--- src/sv/lfs_pkg.sv ---
package lfs_pkg;

   localparam int IMAGE_X_MAX = 79;
   localparam int IMAGE_Y_MAX = 52;

   localparam int MIN_LENGTH_SQ = 25;
   localparam int MIN_LOW_ROW   = 20;
   localparam int WIDTH_MIN     = 10;
   localparam int WIDTH_MAX     = 70;
   localparam int STEER_LIMIT   = 60;
   localparam int SPEED_SLOW    = 55;
   localparam int SPEED_FAST    = 75;
   localparam int SPEED_BAND    = 8;
   localparam int HOLD_FRAMES   = 4;
   localparam int RAMP_FRAMES   = 10;
   localparam int RAMP_STEP     = 5;
   localparam int RECIP_TEN     = 6554;
   localparam int DIV_STEPS     = 16;

   localparam int LANE_WIDTH_RESET   = 30;
   localparam int LAST_STEER_RESET   = 10;
   localparam int IMAGE_CENTER_RESET = 38;
   localparam int NEAR_ROW_RESET     = 48;
   localparam int FAR_ROW_RESET      = 20;
   localparam int NEAR_GAIN_RESET    = 3;
   localparam int FAR_GAIN_RESET     = 2;
   localparam int STEER_CENTER_RESET = 10;
   localparam int DEAD_BAND_RESET    = 3;
   localparam int MAX_JUMP_RESET     = 20;

   typedef enum logic [2:0] {
      CSR_IMAGE_CENTER = 3'd0,
      CSR_NEAR_ROW     = 3'd1,
      CSR_FAR_ROW      = 3'd2,
      CSR_NEAR_GAIN    = 3'd3,
      CSR_FAR_GAIN     = 3'd4,
      CSR_STEER_CENTER = 3'd5,
      CSR_DEAD_BAND    = 3'd6,
      CSR_MAX_JUMP     = 3'd7
   } csr_index_type;

   typedef enum logic [8:0] {
      S_IDLE  = 9'b000000001,
      S_CHECK = 9'b000000010,
      S_START = 9'b000000100,
      S_DIV   = 9'b000001000,
      S_CONS  = 9'b000010000,
      S_NEXT  = 9'b000100000,
      S_NEAR  = 9'b001000000,
      S_FAR   = 9'b010000000,
      S_OUT   = 9'b100000000
   } state_type;

   typedef struct packed {
      logic load;
      logic check;
      logic start;
      logic step;
      logic consider;
      logic next;
      logic fin_near;
      logic fin_far;
      logic fin_out;
   } cmd_type;

   typedef struct packed {
      logic vec_ok;
      logic span_ok;
      logic div_last;
      logic pass_far;
      logic eof;
      logic out_free;
   } status_type;

endpackage

--- src/sv/lfs_ctrl.sv ---
module lfs_ctrl (
   input  logic                clock,
   input  logic                reset,
   input  logic                req_valid,
   output logic                req_stall,
   input  lfs_pkg::status_type status,
   output lfs_pkg::cmd_type    cmd
);

   lfs_pkg::state_type state_ff, state_in;

   always_ff @(posedge clock) begin
      if (reset) begin
         state_ff <= lfs_pkg::S_IDLE;
      end else begin
         state_ff <= state_in;
      end
   end

   assign req_stall = (state_ff != lfs_pkg::S_IDLE);

   always_comb begin
      state_in = state_ff;
      cmd      = '0;
      unique case (state_ff)
         lfs_pkg::S_IDLE: begin
            if (req_valid) begin
               cmd.load = 1'b1;
               state_in = lfs_pkg::S_CHECK;
            end
         end
         lfs_pkg::S_CHECK: begin
            cmd.check = 1'b1;
            state_in  = lfs_pkg::S_START;
         end
         lfs_pkg::S_START: begin
            if (!status.vec_ok) begin
               state_in = status.eof ? lfs_pkg::S_NEAR : lfs_pkg::S_IDLE;
            end else if (status.span_ok) begin
               cmd.start = 1'b1;
               state_in  = lfs_pkg::S_DIV;
            end else begin
               state_in = lfs_pkg::S_NEXT;
            end
         end
         lfs_pkg::S_DIV: begin
            cmd.step = 1'b1;
            if (status.div_last) begin
               state_in = lfs_pkg::S_CONS;
            end
         end
         lfs_pkg::S_CONS: begin
            cmd.consider = 1'b1;
            state_in     = lfs_pkg::S_NEXT;
         end
         lfs_pkg::S_NEXT: begin
            if (!status.pass_far) begin
               cmd.next = 1'b1;
               state_in = lfs_pkg::S_START;
            end else begin
               state_in = status.eof ? lfs_pkg::S_NEAR : lfs_pkg::S_IDLE;
            end
         end
         lfs_pkg::S_NEAR: begin
            cmd.fin_near = 1'b1;
            state_in     = lfs_pkg::S_FAR;
         end
         lfs_pkg::S_FAR: begin
            cmd.fin_far = 1'b1;
            state_in    = lfs_pkg::S_OUT;
         end
         lfs_pkg::S_OUT: begin
            if (status.out_free) begin
               cmd.fin_out = 1'b1;
               state_in    = lfs_pkg::S_IDLE;
            end
         end
         default: begin
            state_in = lfs_pkg::S_IDLE;
         end
      endcase
   end

endmodule

--- src/sv/lfs_datapath.sv ---
module lfs_datapath (
   input  logic                clock,
   input  logic                reset,
   input  lfs_pkg::cmd_type    cmd,
   output lfs_pkg::status_type status,

   input  logic                csr_write_enable,
   input  logic [2:0]          csr_index,
   input  logic [6:0]          csr_write_data,

   input  logic                req_has_vector,
   input  logic [7:0]          req_x_start,
   input  logic [7:0]          req_y_start,
   input  logic [7:0]          req_x_end,
   input  logic [7:0]          req_y_end,
   input  logic                req_end_of_frame,

   output logic                rsp_valid,
   input  logic                rsp_stall,
   output logic signed [6:0]   rsp_steer_command,
   output logic [6:0]          rsp_drive_speed,
   output logic                rsp_near_center_valid,
   output logic signed [7:0]   rsp_near_center,
   output logic                rsp_far_center_valid,
   output logic signed [7:0]   rsp_far_center,
   output logic signed [7:0]   rsp_near_error,
   output logic signed [7:0]   rsp_far_error
);

   localparam logic signed [15:0] LIM16   = 16'(lfs_pkg::STEER_LIMIT);
   localparam logic signed [8:0]  RAMP9   = 9'(lfs_pkg::RAMP_STEP);
   localparam logic signed [8:0]  BAND9   = 9'(lfs_pkg::SPEED_BAND);
   localparam logic signed [8:0]  WMIN9   = 9'(lfs_pkg::WIDTH_MIN);
   localparam logic signed [8:0]  WMAX9   = 9'(lfs_pkg::WIDTH_MAX);
   localparam logic [3:0]         LAST_STEP = 4'(lfs_pkg::DIV_STEPS - 1);

   // configuration
   logic [6:0]        ic_ff;
   logic [5:0]        nrow_ff, frow_ff;
   logic [3:0]        ng_ff, fg_ff, db_ff;
   logic signed [6:0] sc_ff;
   logic [6:0]        mj_ff;

   // latched word
   logic       hv_ff, eof_ff;
   logic [7:0] x0_ff, y0_ff, x1_ff, y1_ff;

   // tracking state
   logic [6:0]        lw_ff;
   logic              hl_v_ff, hr_v_ff;
   logic [7:0]        hl_ff, hr_ff;
   logic signed [6:0] ls_ff;
   logic [7:0]        lost_ff;
   logic [3:0]        found_ff;
   logic [7:0]        bcol_ff [4];
   logic signed [19:0] bscore_ff [4];

   // vector work
   logic        vec_ok_ff, pass_ff;
   logic [17:0] base_ff;
   logic [7:0]  rem_ff, div_b_ff;
   logic [15:0] quo_ff;
   logic [3:0]  dcnt_ff;
   logic        neg_ff;

   // frame end work
   logic              nv_ff, fv_ff;
   logic signed [9:0] nc_ff, fc_ff, en_ff, ef_ff;

   // result register
   logic              rsp_valid_ff;
   logic signed [6:0] cmd_out_ff;
   logic [6:0]        speed_ff;
   logic              nv_out_ff, fv_out_ff;
   logic [7:0]        nc_out_ff, fc_out_ff, en_out_ff, ef_out_ff;

   function automatic logic [7:0] avg310(input logic [7:0] old, input logic [7:0] now);
      logic [11:0] num;
      logic [24:0] prod;
      num  = ({4'b0, now} << 1) + {4'b0, now} + ({4'b0, old} << 3) - {4'b0, old};
      prod = {13'b0, num} * 25'(lfs_pkg::RECIP_TEN);
      return prod[23:16];
   endfunction

   function automatic logic signed [9:0] dead(input logic signed [9:0] e,
                                              input logic [3:0] db);
      logic signed [9:0] dbs;
      dbs = $signed({6'b0, db});
      return (e >= -dbs && e <= dbs) ? 10'sd0 : e;
   endfunction

   function automatic logic [7:0] sat8(input logic signed [9:0] v);
      logic [7:0] r;
      if (v > 10'sd127) begin
         r = 8'h7f;
      end else if (v < -10'sd128) begin
         r = 8'h80;
      end else begin
         r = v[7:0];
      end
      return r;
   endfunction

   function automatic logic pair_ok(input logic [7:0] xl, input logic [7:0] xr);
      logic signed [8:0] w;
      w = $signed({1'b0, xr}) - $signed({1'b0, xl});
      return (w > WMIN9) && (w < WMAX9);
   endfunction

   function automatic logic pair_valid(input logic l, input logic r,
                                       input logic [7:0] xl, input logic [7:0] xr);
      return (l && r) ? pair_ok(xl, xr) : (l || r);
   endfunction

   function automatic logic signed [9:0] pair_center(input logic l, input logic r,
                                                     input logic [7:0] xl,
                                                     input logic [7:0] xr,
                                                     input logic [6:0] lw);
      logic [8:0]        sum;
      logic signed [9:0] c;
      sum = {1'b0, xl} + {1'b0, xr};
      if (l && r) begin
         c = pair_ok(xl, xr) ? $signed({2'b0, sum[8:1]}) : 10'sd0;
      end else if (l) begin
         c = $signed({2'b0, xl}) + $signed({4'b0, lw[6:1]});
      end else if (r) begin
         c = $signed({2'b0, xr}) - $signed({4'b0, lw[6:1]});
      end else begin
         c = 10'sd0;
      end
      return c;
   endfunction

   // vector check
   logic [7:0]  adx, ady, low, lo_row, hi_row, row8;
   logic [15:0] sqx, sqy;
   logic [16:0] len;
   logic        vec_ok_in;
   logic [17:0] base_in;

   always_comb begin
      adx = (x1_ff >= x0_ff) ? x1_ff - x0_ff : x0_ff - x1_ff;
      ady = (y1_ff >= y0_ff) ? y1_ff - y0_ff : y0_ff - y1_ff;
      sqx = 16'(adx) * 16'(adx);
      sqy = 16'(ady) * 16'(ady);
      len = 17'(sqx) + 17'(sqy);
      low = (y1_ff >= y0_ff) ? y1_ff : y0_ff;
      lo_row = (y1_ff >= y0_ff) ? y0_ff : y1_ff;
      hi_row = low;
      vec_ok_in = hv_ff
         && x0_ff <= 8'(lfs_pkg::IMAGE_X_MAX) && x1_ff <= 8'(lfs_pkg::IMAGE_X_MAX)
         && y0_ff <= 8'(lfs_pkg::IMAGE_Y_MAX) && y1_ff <= 8'(lfs_pkg::IMAGE_Y_MAX)
         && len >= 17'(lfs_pkg::MIN_LENGTH_SQ) && low >= 8'(lfs_pkg::MIN_LOW_ROW);
      base_in = 18'(len) + 18'({low, 2'b00});
   end

   // interpolation setup
   logic signed [8:0]  rdy, dxs, dys;
   logic signed [17:0] prod;
   logic [17:0]        prod_abs;
   logic               span_ok;

   always_comb begin
      row8 = {2'b0, pass_ff ? frow_ff : nrow_ff};
      span_ok = (y0_ff != y1_ff) && row8 >= lo_row && row8 <= hi_row;
      rdy = $signed({1'b0, row8}) - $signed({1'b0, y0_ff});
      dxs = $signed({1'b0, x1_ff}) - $signed({1'b0, x0_ff});
      dys = $signed({1'b0, y1_ff}) - $signed({1'b0, y0_ff});
      prod = rdy * dxs;
      prod_abs = prod[17] ? 18'(-prod) : 18'(prod);
   end

   // divider step
   logic [8:0] shifted, sub;
   logic       ge;

   always_comb begin
      shifted = {rem_ff, quo_ff[15]};
      sub = shifted - {1'b0, div_b_ff};
      ge = shifted >= {1'b0, div_b_ff};
   end

   // candidate
   logic [7:0]         xc;
   logic               take [2];
   logic signed [19:0] score [2];

   always_comb begin
      logic              hv_s, side_ok, jump_ok, fnd;
      logic [7:0]        h_s, ad;
      logic signed [8:0] dif;
      logic signed [19:0] best;
      xc = neg_ff ? x0_ff - quo_ff[7:0] : x0_ff + quo_ff[7:0];
      for (int s = 0; s < 2; s++) begin
         hv_s = (s == 0) ? hl_v_ff : hr_v_ff;
         h_s  = (s == 0) ? hl_ff : hr_ff;
         side_ok = (s == 0) ? (xc < {1'b0, ic_ff}) : (xc > {1'b0, ic_ff});
         dif = $signed({1'b0, xc}) - $signed({1'b0, h_s});
         ad = dif[8] ? 8'(-dif) : dif[7:0];
         jump_ok = !hv_s || (ad <= {1'b0, mj_ff});
         score[s] = $signed({2'b0, base_ff}) - $signed(hv_s ? {9'b0, ad, 3'b0} : 20'd0);
         fnd  = pass_ff ? found_ff[2 + s] : found_ff[s];
         best = pass_ff ? bscore_ff[2 + s] : bscore_ff[s];
         take[s] = side_ok && jump_ok && (!fnd || score[s] > best);
      end
   end

   // frame end: near
   logic              nl, nr, nboth_ok, nv_in;
   logic [7:0]        lw_avg;
   logic [6:0]        lw_in;
   logic signed [9:0] nc_in;

   always_comb begin
      nl = found_ff[0];
      nr = found_ff[1];
      nboth_ok = nl && nr && pair_ok(bcol_ff[0], bcol_ff[1]);
      nv_in = pair_valid(nl, nr, bcol_ff[0], bcol_ff[1]);
      nc_in = pair_center(nl, nr, bcol_ff[0], bcol_ff[1], lw_ff);
      lw_avg = avg310({1'b0, lw_ff}, bcol_ff[1] - bcol_ff[0]);
      if (lw_avg < 8'(lfs_pkg::WIDTH_MIN)) begin
         lw_in = 7'(lfs_pkg::WIDTH_MIN);
      end else if (lw_avg > 8'(lfs_pkg::WIDTH_MAX)) begin
         lw_in = 7'(lfs_pkg::WIDTH_MAX);
      end else begin
         lw_in = lw_avg[6:0];
      end
   end

   // frame end: far
   logic              fv_in;
   logic signed [9:0] fc_in;

   always_comb begin
      fv_in = pair_valid(found_ff[2], found_ff[3], bcol_ff[2], bcol_ff[3]);
      fc_in = pair_center(found_ff[2], found_ff[3], bcol_ff[2], bcol_ff[3], lw_ff);
   end

   // steering
   logic signed [14:0] pn, pf;
   logic signed [15:0] sum;
   logic signed [6:0]  cmd_clamp, ls_next, cmd_final;
   logic signed [8:0]  ls9, sc9, cmd9;
   logic [7:0]         lost_new;
   logic               out_free;

   always_comb begin
      pn = $signed({1'b0, ng_ff}) * en_ff;
      pf = $signed({1'b0, fg_ff}) * ef_ff;
      sum = 16'(sc_ff) + 16'(pn) + 16'(pf);
      if (sum > LIM16) begin
         cmd_clamp = 7'(lfs_pkg::STEER_LIMIT);
      end else if (sum < -LIM16) begin
         cmd_clamp = 7'(-lfs_pkg::STEER_LIMIT);
      end else begin
         cmd_clamp = sum[6:0];
      end
      lost_new = (&lost_ff) ? lost_ff : lost_ff + 8'd1;
      ls9 = 9'(ls_ff);
      sc9 = 9'(sc_ff);
      if (lost_new <= 8'(lfs_pkg::HOLD_FRAMES)) begin
         ls_next = ls_ff;
      end else if (lost_new <= 8'(lfs_pkg::RAMP_FRAMES)) begin
         if (ls9 > sc9 + RAMP9) begin
            ls_next = 7'(ls9 - RAMP9);
         end else if (ls9 < sc9 - RAMP9) begin
            ls_next = 7'(ls9 + RAMP9);
         end else begin
            ls_next = sc_ff;
         end
      end else begin
         ls_next = sc_ff;
      end
      cmd_final = nv_ff ? cmd_clamp : ls_next;
      cmd9 = 9'(cmd_final);
      out_free = !rsp_valid_ff || !rsp_stall;
   end

   assign status.vec_ok   = vec_ok_ff;
   assign status.span_ok  = span_ok;
   assign status.div_last = (dcnt_ff == LAST_STEP);
   assign status.pass_far = pass_ff;
   assign status.eof      = eof_ff;
   assign status.out_free = out_free;

   // control state
   always_ff @(posedge clock) begin
      if (reset) begin
         ic_ff   <= 7'(lfs_pkg::IMAGE_CENTER_RESET);
         nrow_ff <= 6'(lfs_pkg::NEAR_ROW_RESET);
         frow_ff <= 6'(lfs_pkg::FAR_ROW_RESET);
         ng_ff   <= 4'(lfs_pkg::NEAR_GAIN_RESET);
         fg_ff   <= 4'(lfs_pkg::FAR_GAIN_RESET);
         sc_ff   <= 7'(lfs_pkg::STEER_CENTER_RESET);
         db_ff   <= 4'(lfs_pkg::DEAD_BAND_RESET);
         mj_ff   <= 7'(lfs_pkg::MAX_JUMP_RESET);
         lw_ff   <= 7'(lfs_pkg::LANE_WIDTH_RESET);
         hl_v_ff <= 1'b0;
         hr_v_ff <= 1'b0;
         ls_ff   <= 7'(lfs_pkg::LAST_STEER_RESET);
         lost_ff <= 8'd0;
         found_ff <= 4'd0;
         rsp_valid_ff <= 1'b0;
      end else begin
         if (csr_write_enable) begin
            unique case (csr_index)
               lfs_pkg::CSR_IMAGE_CENTER: ic_ff   <= csr_write_data;
               lfs_pkg::CSR_NEAR_ROW:     nrow_ff <= csr_write_data[5:0];
               lfs_pkg::CSR_FAR_ROW:      frow_ff <= csr_write_data[5:0];
               lfs_pkg::CSR_NEAR_GAIN:    ng_ff   <= csr_write_data[3:0];
               lfs_pkg::CSR_FAR_GAIN:     fg_ff   <= csr_write_data[3:0];
               lfs_pkg::CSR_STEER_CENTER: sc_ff   <= $signed(csr_write_data);
               lfs_pkg::CSR_DEAD_BAND:    db_ff   <= csr_write_data[3:0];
               lfs_pkg::CSR_MAX_JUMP:     mj_ff   <= csr_write_data;
               default: ;
            endcase
         end
         if (cmd.consider) begin
            for (int s = 0; s < 2; s++) begin
               if (take[s]) begin
                  found_ff[{pass_ff, 1'(s)}] <= 1'b1;
               end
            end
         end
         if (cmd.fin_near) begin
            if (nboth_ok) begin
               lw_ff <= lw_in;
            end
            if ((nl && !nr) || nboth_ok) begin
               hl_v_ff <= 1'b1;
            end
            if ((nr && !nl) || nboth_ok) begin
               hr_v_ff <= 1'b1;
            end
         end
         if (cmd.fin_out) begin
            found_ff <= 4'd0;
            if (nv_ff) begin
               ls_ff   <= cmd_clamp;
               lost_ff <= 8'd0;
            end else begin
               ls_ff   <= ls_next;
               lost_ff <= lost_new;
               if (lost_new > 8'(lfs_pkg::RAMP_FRAMES)) begin
                  hl_v_ff <= 1'b0;
                  hr_v_ff <= 1'b0;
               end
            end
         end
         if (cmd.fin_out) begin
            rsp_valid_ff <= 1'b1;
         end else if (!rsp_stall) begin
            rsp_valid_ff <= 1'b0;
         end
      end
   end

   // payload
   always_ff @(posedge clock) begin
      if (cmd.load) begin
         hv_ff  <= req_has_vector;
         x0_ff  <= req_x_start;
         y0_ff  <= req_y_start;
         x1_ff  <= req_x_end;
         y1_ff  <= req_y_end;
         eof_ff <= req_end_of_frame;
      end
      if (cmd.check) begin
         vec_ok_ff <= vec_ok_in;
         base_ff   <= base_in;
         pass_ff   <= 1'b0;
      end
      if (cmd.next) begin
         pass_ff <= 1'b1;
      end
      if (cmd.start) begin
         rem_ff   <= 8'd0;
         quo_ff   <= prod_abs[15:0];
         div_b_ff <= ady;
         neg_ff   <= prod[17] ^ dys[8];
         dcnt_ff  <= 4'd0;
      end
      if (cmd.step) begin
         rem_ff  <= ge ? sub[7:0] : shifted[7:0];
         quo_ff  <= {quo_ff[14:0], ge};
         dcnt_ff <= dcnt_ff + 4'd1;
      end
      if (cmd.consider) begin
         for (int s = 0; s < 2; s++) begin
            if (take[s]) begin
               bcol_ff[{pass_ff, 1'(s)}]   <= xc;
               bscore_ff[{pass_ff, 1'(s)}] <= score[s];
            end
         end
      end
      if (cmd.fin_near) begin
         if ((nl && !nr) || nboth_ok) begin
            hl_ff <= hl_v_ff ? avg310(hl_ff, bcol_ff[0]) : bcol_ff[0];
         end
         if ((nr && !nl) || nboth_ok) begin
            hr_ff <= hr_v_ff ? avg310(hr_ff, bcol_ff[1]) : bcol_ff[1];
         end
         nv_ff <= nv_in;
         nc_ff <= nc_in;
         en_ff <= nv_in ? dead(nc_in - $signed({3'b0, ic_ff}), db_ff) : 10'sd0;
      end
      if (cmd.fin_far) begin
         fv_ff <= fv_in;
         fc_ff <= fc_in;
         ef_ff <= (nv_ff && fv_in) ? dead(fc_in - $signed({3'b0, ic_ff}), db_ff) : 10'sd0;
      end
      if (cmd.fin_out) begin
         cmd_out_ff <= cmd_final;
         speed_ff   <= (cmd9 >= sc9 - BAND9 && cmd9 <= sc9 + BAND9) ?
                       7'(lfs_pkg::SPEED_SLOW) : 7'(lfs_pkg::SPEED_FAST);
         nv_out_ff  <= nv_ff;
         nc_out_ff  <= sat8(nc_ff);
         fv_out_ff  <= fv_ff;
         fc_out_ff  <= sat8(fc_ff);
         en_out_ff  <= sat8(en_ff);
         ef_out_ff  <= sat8(ef_ff);
      end
   end

   assign rsp_valid             = rsp_valid_ff;
   assign rsp_steer_command     = cmd_out_ff;
   assign rsp_drive_speed       = speed_ff;
   assign rsp_near_center_valid = nv_out_ff;
   assign rsp_near_center       = $signed(nc_out_ff);
   assign rsp_far_center_valid  = fv_out_ff;
   assign rsp_far_center        = $signed(fc_out_ff);
   assign rsp_near_error        = $signed(en_out_ff);
   assign rsp_far_error         = $signed(ef_out_ff);

endmodule

--- src/sv/lane_follow_steering.sv ---
// Lane following steering: takes one line vector word per frame step and returns one steering
// word at each end of frame. A usable vector is interpolated for each of the near and far
// rows it spans (one shared 16-step serial divider does the interpolation). An end of frame
// then forms the centres and the command. The result waits in an output register; a following
// word is taken meanwhile, and only another end of frame waits for it to be taken.
module lane_follow_steering (
   input  logic              clock,
   input  logic              reset,

   input  logic              csr_write_enable,
   input  logic [2:0]        csr_index,
   input  logic [6:0]        csr_write_data,

   input  logic              req_valid,
   output logic              req_stall,
   input  logic              req_has_vector,
   input  logic [7:0]        req_x_start,
   input  logic [7:0]        req_y_start,
   input  logic [7:0]        req_x_end,
   input  logic [7:0]        req_y_end,
   input  logic              req_end_of_frame,

   output logic              rsp_valid,
   input  logic              rsp_stall,
   output logic signed [6:0] rsp_steer_command,
   output logic [6:0]        rsp_drive_speed,
   output logic              rsp_near_center_valid,
   output logic signed [7:0] rsp_near_center,
   output logic              rsp_far_center_valid,
   output logic signed [7:0] rsp_far_center,
   output logic signed [7:0] rsp_near_error,
   output logic signed [7:0] rsp_far_error
);

   lfs_pkg::cmd_type    cmd;
   lfs_pkg::status_type status;

   lfs_ctrl u_ctrl (
      .clock     (clock),
      .reset     (reset),
      .req_valid (req_valid),
      .req_stall (req_stall),
      .status    (status),
      .cmd       (cmd)
   );

   lfs_datapath u_datapath (
      .clock                 (clock),
      .reset                 (reset),
      .cmd                   (cmd),
      .status                (status),
      .csr_write_enable      (csr_write_enable),
      .csr_index             (csr_index),
      .csr_write_data        (csr_write_data),
      .req_has_vector        (req_has_vector),
      .req_x_start           (req_x_start),
      .req_y_start           (req_y_start),
      .req_x_end             (req_x_end),
      .req_y_end             (req_y_end),
      .req_end_of_frame      (req_end_of_frame),
      .rsp_valid             (rsp_valid),
      .rsp_stall             (rsp_stall),
      .rsp_steer_command     (rsp_steer_command),
      .rsp_drive_speed       (rsp_drive_speed),
      .rsp_near_center_valid (rsp_near_center_valid),
      .rsp_near_center       (rsp_near_center),
      .rsp_far_center_valid  (rsp_far_center_valid),
      .rsp_far_center        (rsp_far_center),
      .rsp_near_error        (rsp_near_error),
      .rsp_far_error         (rsp_far_error)
   );

   a_no_overwrite: assert property (@(posedge clock) disable iff (reset)
      cmd.fin_out |-> !(rsp_valid && rsp_stall))
      else $error("result overwritten while waiting");

   a_one_cmd: assert property (@(posedge clock) disable iff (reset)
      $onehot0(cmd))
      else $error("more than one datapath command");

   a_busy_after_accept: assert property (@(posedge clock) disable iff (reset)
      (req_valid && !req_stall) |=> req_stall)
      else $error("not busy after taking a word");

   a_div_then_consider: assert property (@(posedge clock) disable iff (reset)
      (cmd.step && status.div_last) |=> cmd.consider)
      else $error("division end not followed by candidate update");

endmodule
--- config.mk ---
export PLATFORM = sky130hd
export DESIGN_NAME = lane_follow_steering
export DESIGN_NICKNAME = d
export VERILOG_FILES = /design/src/sv/lfs_pkg.sv /design/src/sv/lfs_ctrl.sv /design/src/sv/lfs_datapath.sv /design/src/sv/lane_follow_steering.sv
export SDC_FILE = /design/constraint.sdc
export NUM_CORES = 2
export LEC_CHECK = 0
export BUFFER_PORTS_ARGS = -buffer_cell sky130_fd_sc_hd__buf_4
export CAP_MARGIN = 0
export CELL_PAD_IN_SITES_DETAIL_PLACEMENT = 1
export CELL_PAD_IN_SITES_GLOBAL_PLACEMENT = 1
export CORE_MARGIN = 3
export CORE_UTILIZATION = 35
export CTS_BUF_LIST = sky130_fd_sc_hd__clkbuf_8
export DETAILED_ROUTE_END_ITERATION = 8
export PLACE_DENSITY_LB_ADDON = 0.1
export SYNTH_ARGS = -nofsm -noshare
export SYNTH_HDL_FRONTEND = slang
export SYNTH_SLANG_ARGS = --single-unit
--- constraint.sdc ---
create_clock -name clock -period 8.48 [get_ports clock]
set_input_delay 0 -clock clock [delete_from_list [all_inputs] [get_ports clock]]
set_output_delay 0 -clock clock [all_outputs]
set_load 0.02 [all_outputs]
==> summary.txt <==
Run status
  • Run status: complete, but fails checks
  • Failing checks: setup timing

Logic synthesis
  • Synthesis-stage register bit count: between 300 and 400
  • Avg Inst Size Synth: 9.45 um2
  • Post-synth EDFFs: 303
  • Synth top area cells: ha_1 (20%), edfxtp_1 (19%), fa_1 (16%)
  • Synth top area share: slightly above 20%
  • Synth async-reset ratio: 0%
  • Unique cell type count in the Yosys netlist: 90
  • Top FF cell, synth: edfxtp_1
  • Synth cell count leaders: ha_1 (760), inv_1 (720), nor2_1 (433)
  • Synthesized area: approximately 47000 um2
  • Register area share after synthesis: between 20% and 30%
  • Yosys top cell by area: ha_1
  • Warnings, synthesis: 0
  • Most frequent cell after synthesis: ha_1
  • Post-Synthesis Cells: between 4000 and 5000

Placement
  • Dpl hpwl: 119000 um
  • GP Congestion: approximately 0.84
  • Dpl ws: -0.394 ns
  • PortBufs: 96
  • Inst Count DP: about 7000

Critical path
  • Worst Path Required: approximately 9 ns
  • Crit Path Category: reg2reg
  • Delay-heaviest family, CP: adder cells
  • Worst setup SP type: register
  • Crit. End Element: register
  • Crit-path max FO: 4
  • Cell mode on critical path: fa_1
  • CP arrival: about 9 ns
  • CP max stage delay: 0.53 ns
  • Buf/Inv on CP: 6
  • Crit-path slowest cell: fa_1

STA
  • Setup ws final: -0.00998 ns
  • Tcrit/Tclk final: 100%
  • Rel. slew slack: around 16%
  • Max-slew violation count: 0
  • Clock Skew: about 0.046 ns
  • Max Clk Rate: approximately 120 MHz
  • Setup TNS: -0.0120 ns
  • Final setup violation count: 2
  • Fin crit period: 8.49 ns
  • Final hold vios: 0
  • Hold WS: a little under 0.2 ns
  • RSZ-0062 raised after global routing: yes
  • Actual slew at the worst max-slew pin: between 1 and 1.5 ns

Routing
  • Vias/cell: 5.10
  • DRC viols: 0
  • Initial DRC Count: between 1500 and 2000
  • Total wire length: 145000 um
  • DR vias: between 30000 and 40000
  • Post-detailed-route wirelength per cell: between 15 and 20 um
  • Post-DRT Antenna Nets: 0
  • First-pass DRT Iterations: 4

Clock network
  • H-Tree Level Count: 3
  • Clk Latency, worst-skew pair: 0.76 ns
  • Clk slew on worst S/H paths: about 0.07 ns
  • Maximum clock insertion buffer count: 3
  • CTS sink cnt: between 300 and 400
  • CTS tree: done
  • CTS buffer count: slightly above 80
  • CTS root buffer: clkbuf_8

Finish
  • Synthesis-to-finish area growth: 19.5%
  • Nets@finish: approximately 6700
  • Layout cells sized above 1: about 15%
  • Fin cells: between 7000 and 8000

GRT
  • Grt met1 use: 26.5%
  • Total GRT Usage: around a fifth
  • First-pass GRT wire length: 228000 um
  • M2 GR Usage: roughly two fifths
  • Largest net degree at the start of global routing: 47
  • Met3 Use GR: approximately 2.5%
  • Vias in the first global route: between 40000 and 50000
  • Initial antenna violation count: 8
  • Grt ovf: 0
  • Gr busiest metal: met2

Run
  • Max-cap violation count: 0

Floorplanning
  • Horiz. Die Dim: ~370 um
  • Starting density of the core: between 30% and 40%
  • IO Pins: between 90 and 100
  • FP Rows: approximately 130
  • Die ar.: ~140000 um2
  • Die Span Y: about 370 um
  • Core area: ~130000 um2

Worst hold path
  • Hold Path Class: in2reg
==> sequential cells by signal, indices dropped and copies added (netlist names), 9 cells and up <==
name	cells
u_datapath.en_ff	10
u_datapath.bscore_ff	80
u_datapath.base_ff	18
u_ctrl.state_ff	9
u_datapath.ef_ff	10
u_datapath.quo_ff	16
u_datapath.bcol_ff	32
u_datapath.fc_ff	10
u_datapath.nc_ff	10
==> metal layers <==
metal	wire length, um	share of wire [%]
met3	3970	2.7
met1	64100	44
met4	3990	2.8
met5	43	0.030
met2	72400	50
==> repair_timing <==
action | CTS | global route
resized for setup | 66 | 194
buffers inserted | 15 | 26
endpoints found under the hold margin | 162 | 0
cloned | 0 | 1
pin swaps | 46 | 78
endpoints found under the setup margin | 127 | 158
hold buffers | 101 | 0
==> worst paths after layout <==
| path | startpoint | endpoint | slack, ns | cells past startpoint |
|---|---|---|---|---|
| min | csr_write_data[6] | u_datapath.sc_ff[6] | 0.20 | 4 |
| max | u_datapath.bcol_ff[1][1] | u_datapath.lw_ff[1] | -0.01 | 36 |
| max reg2reg | u_datapath.bcol_ff[1][1] | u_datapath.lw_ff[1] | -0.01 | 36 |
| min reg2reg | u_datapath.fv_ff | u_datapath.rsp_far_center_valid | 0.42 | 0 |
==> worst reg2reg max path: cells and delay by family (launching register included) <==
kind | cells | cell delay, ns
multiplexers | 1 | 0.32
buffers and inverters | 6 | 0.43
AO/OA/AOI/OAI | 13 | 2.59
adder cells (fa/ha/maj) | 8 | 3.18
flip-flops | 1 | 0.42
XOR/XNOR | 3 | 0.51
AND/OR/NAND/NOR | 5 | 0.87
==> per-stage QoR <==
stage	area (um2)	utilization, %
after floorplan	47000	-
after global placement	51800	39.2
after detailed placement	51800	39.2
after CTS	54900	41.5
after global routing	56000	42.3
final	56000	42.3
==> area by class of cell <==
type | instances | area, um2
Fill cell | 15100 | 76300
Multi-Input combinational cell | 3740 | 34200
Sequential cell | 387 | 10800
Timing Repair Buffer | 548 | 4500
Inverter | 722 | 2710
Tap cell | 1755 | 2200
Clock buffer | 88 | 1210
Clock inverter | 62 | 440
Antenna cell | 3 | 7.51
==> logic make-up (layout without fill, tap and decap cells) <==
group           Yosys count  after routing  synth area share (%)
fa+ha+maj              1143           1143                  36.6
buf+inv                 835           1420                  6.80
compound gates          910            910                  12.5
other cells               1              5               0.00800
simple gates           1281           1281                  13.2
flops                   387            387                  23.0
mux                     117            117                  2.54
xor+xnor                287            287                  5.39
==> placed cells by master, fill, tap and decap left out, types with 27 or more instances in the layout <==
master / n
nand2_1: 289
a21o_1: 71
nand2b_1: 44
nor2_1: 411
o21bai_1: 35
nor3_1: 77
nand3_1: 65
nand4_1: 32
dlygate4sd3_1: 101
inv_1: 732
a21oi_1: 226
ha_1: 741
fa_1: 375
a21oi_2: 27
and2_1: 82
xor2_1: 72
mux2i_1: 92
buf_4: 430
o211ai_1: 31
and3_1: 29
xnor2_1: 179
nor2b_1: 63
a211oi_1: 35
clkbuf_8: 88
o21ai_0: 158
a31oi_1: 34
xnor2_2: 30
o21a_1: 71
dfxtp_1: 83
edfxtp_1: 303
Power is left out: the tool's default activity adds up to more than one toggle a clock period on the data nets, which glitch-free logic cannot reach.
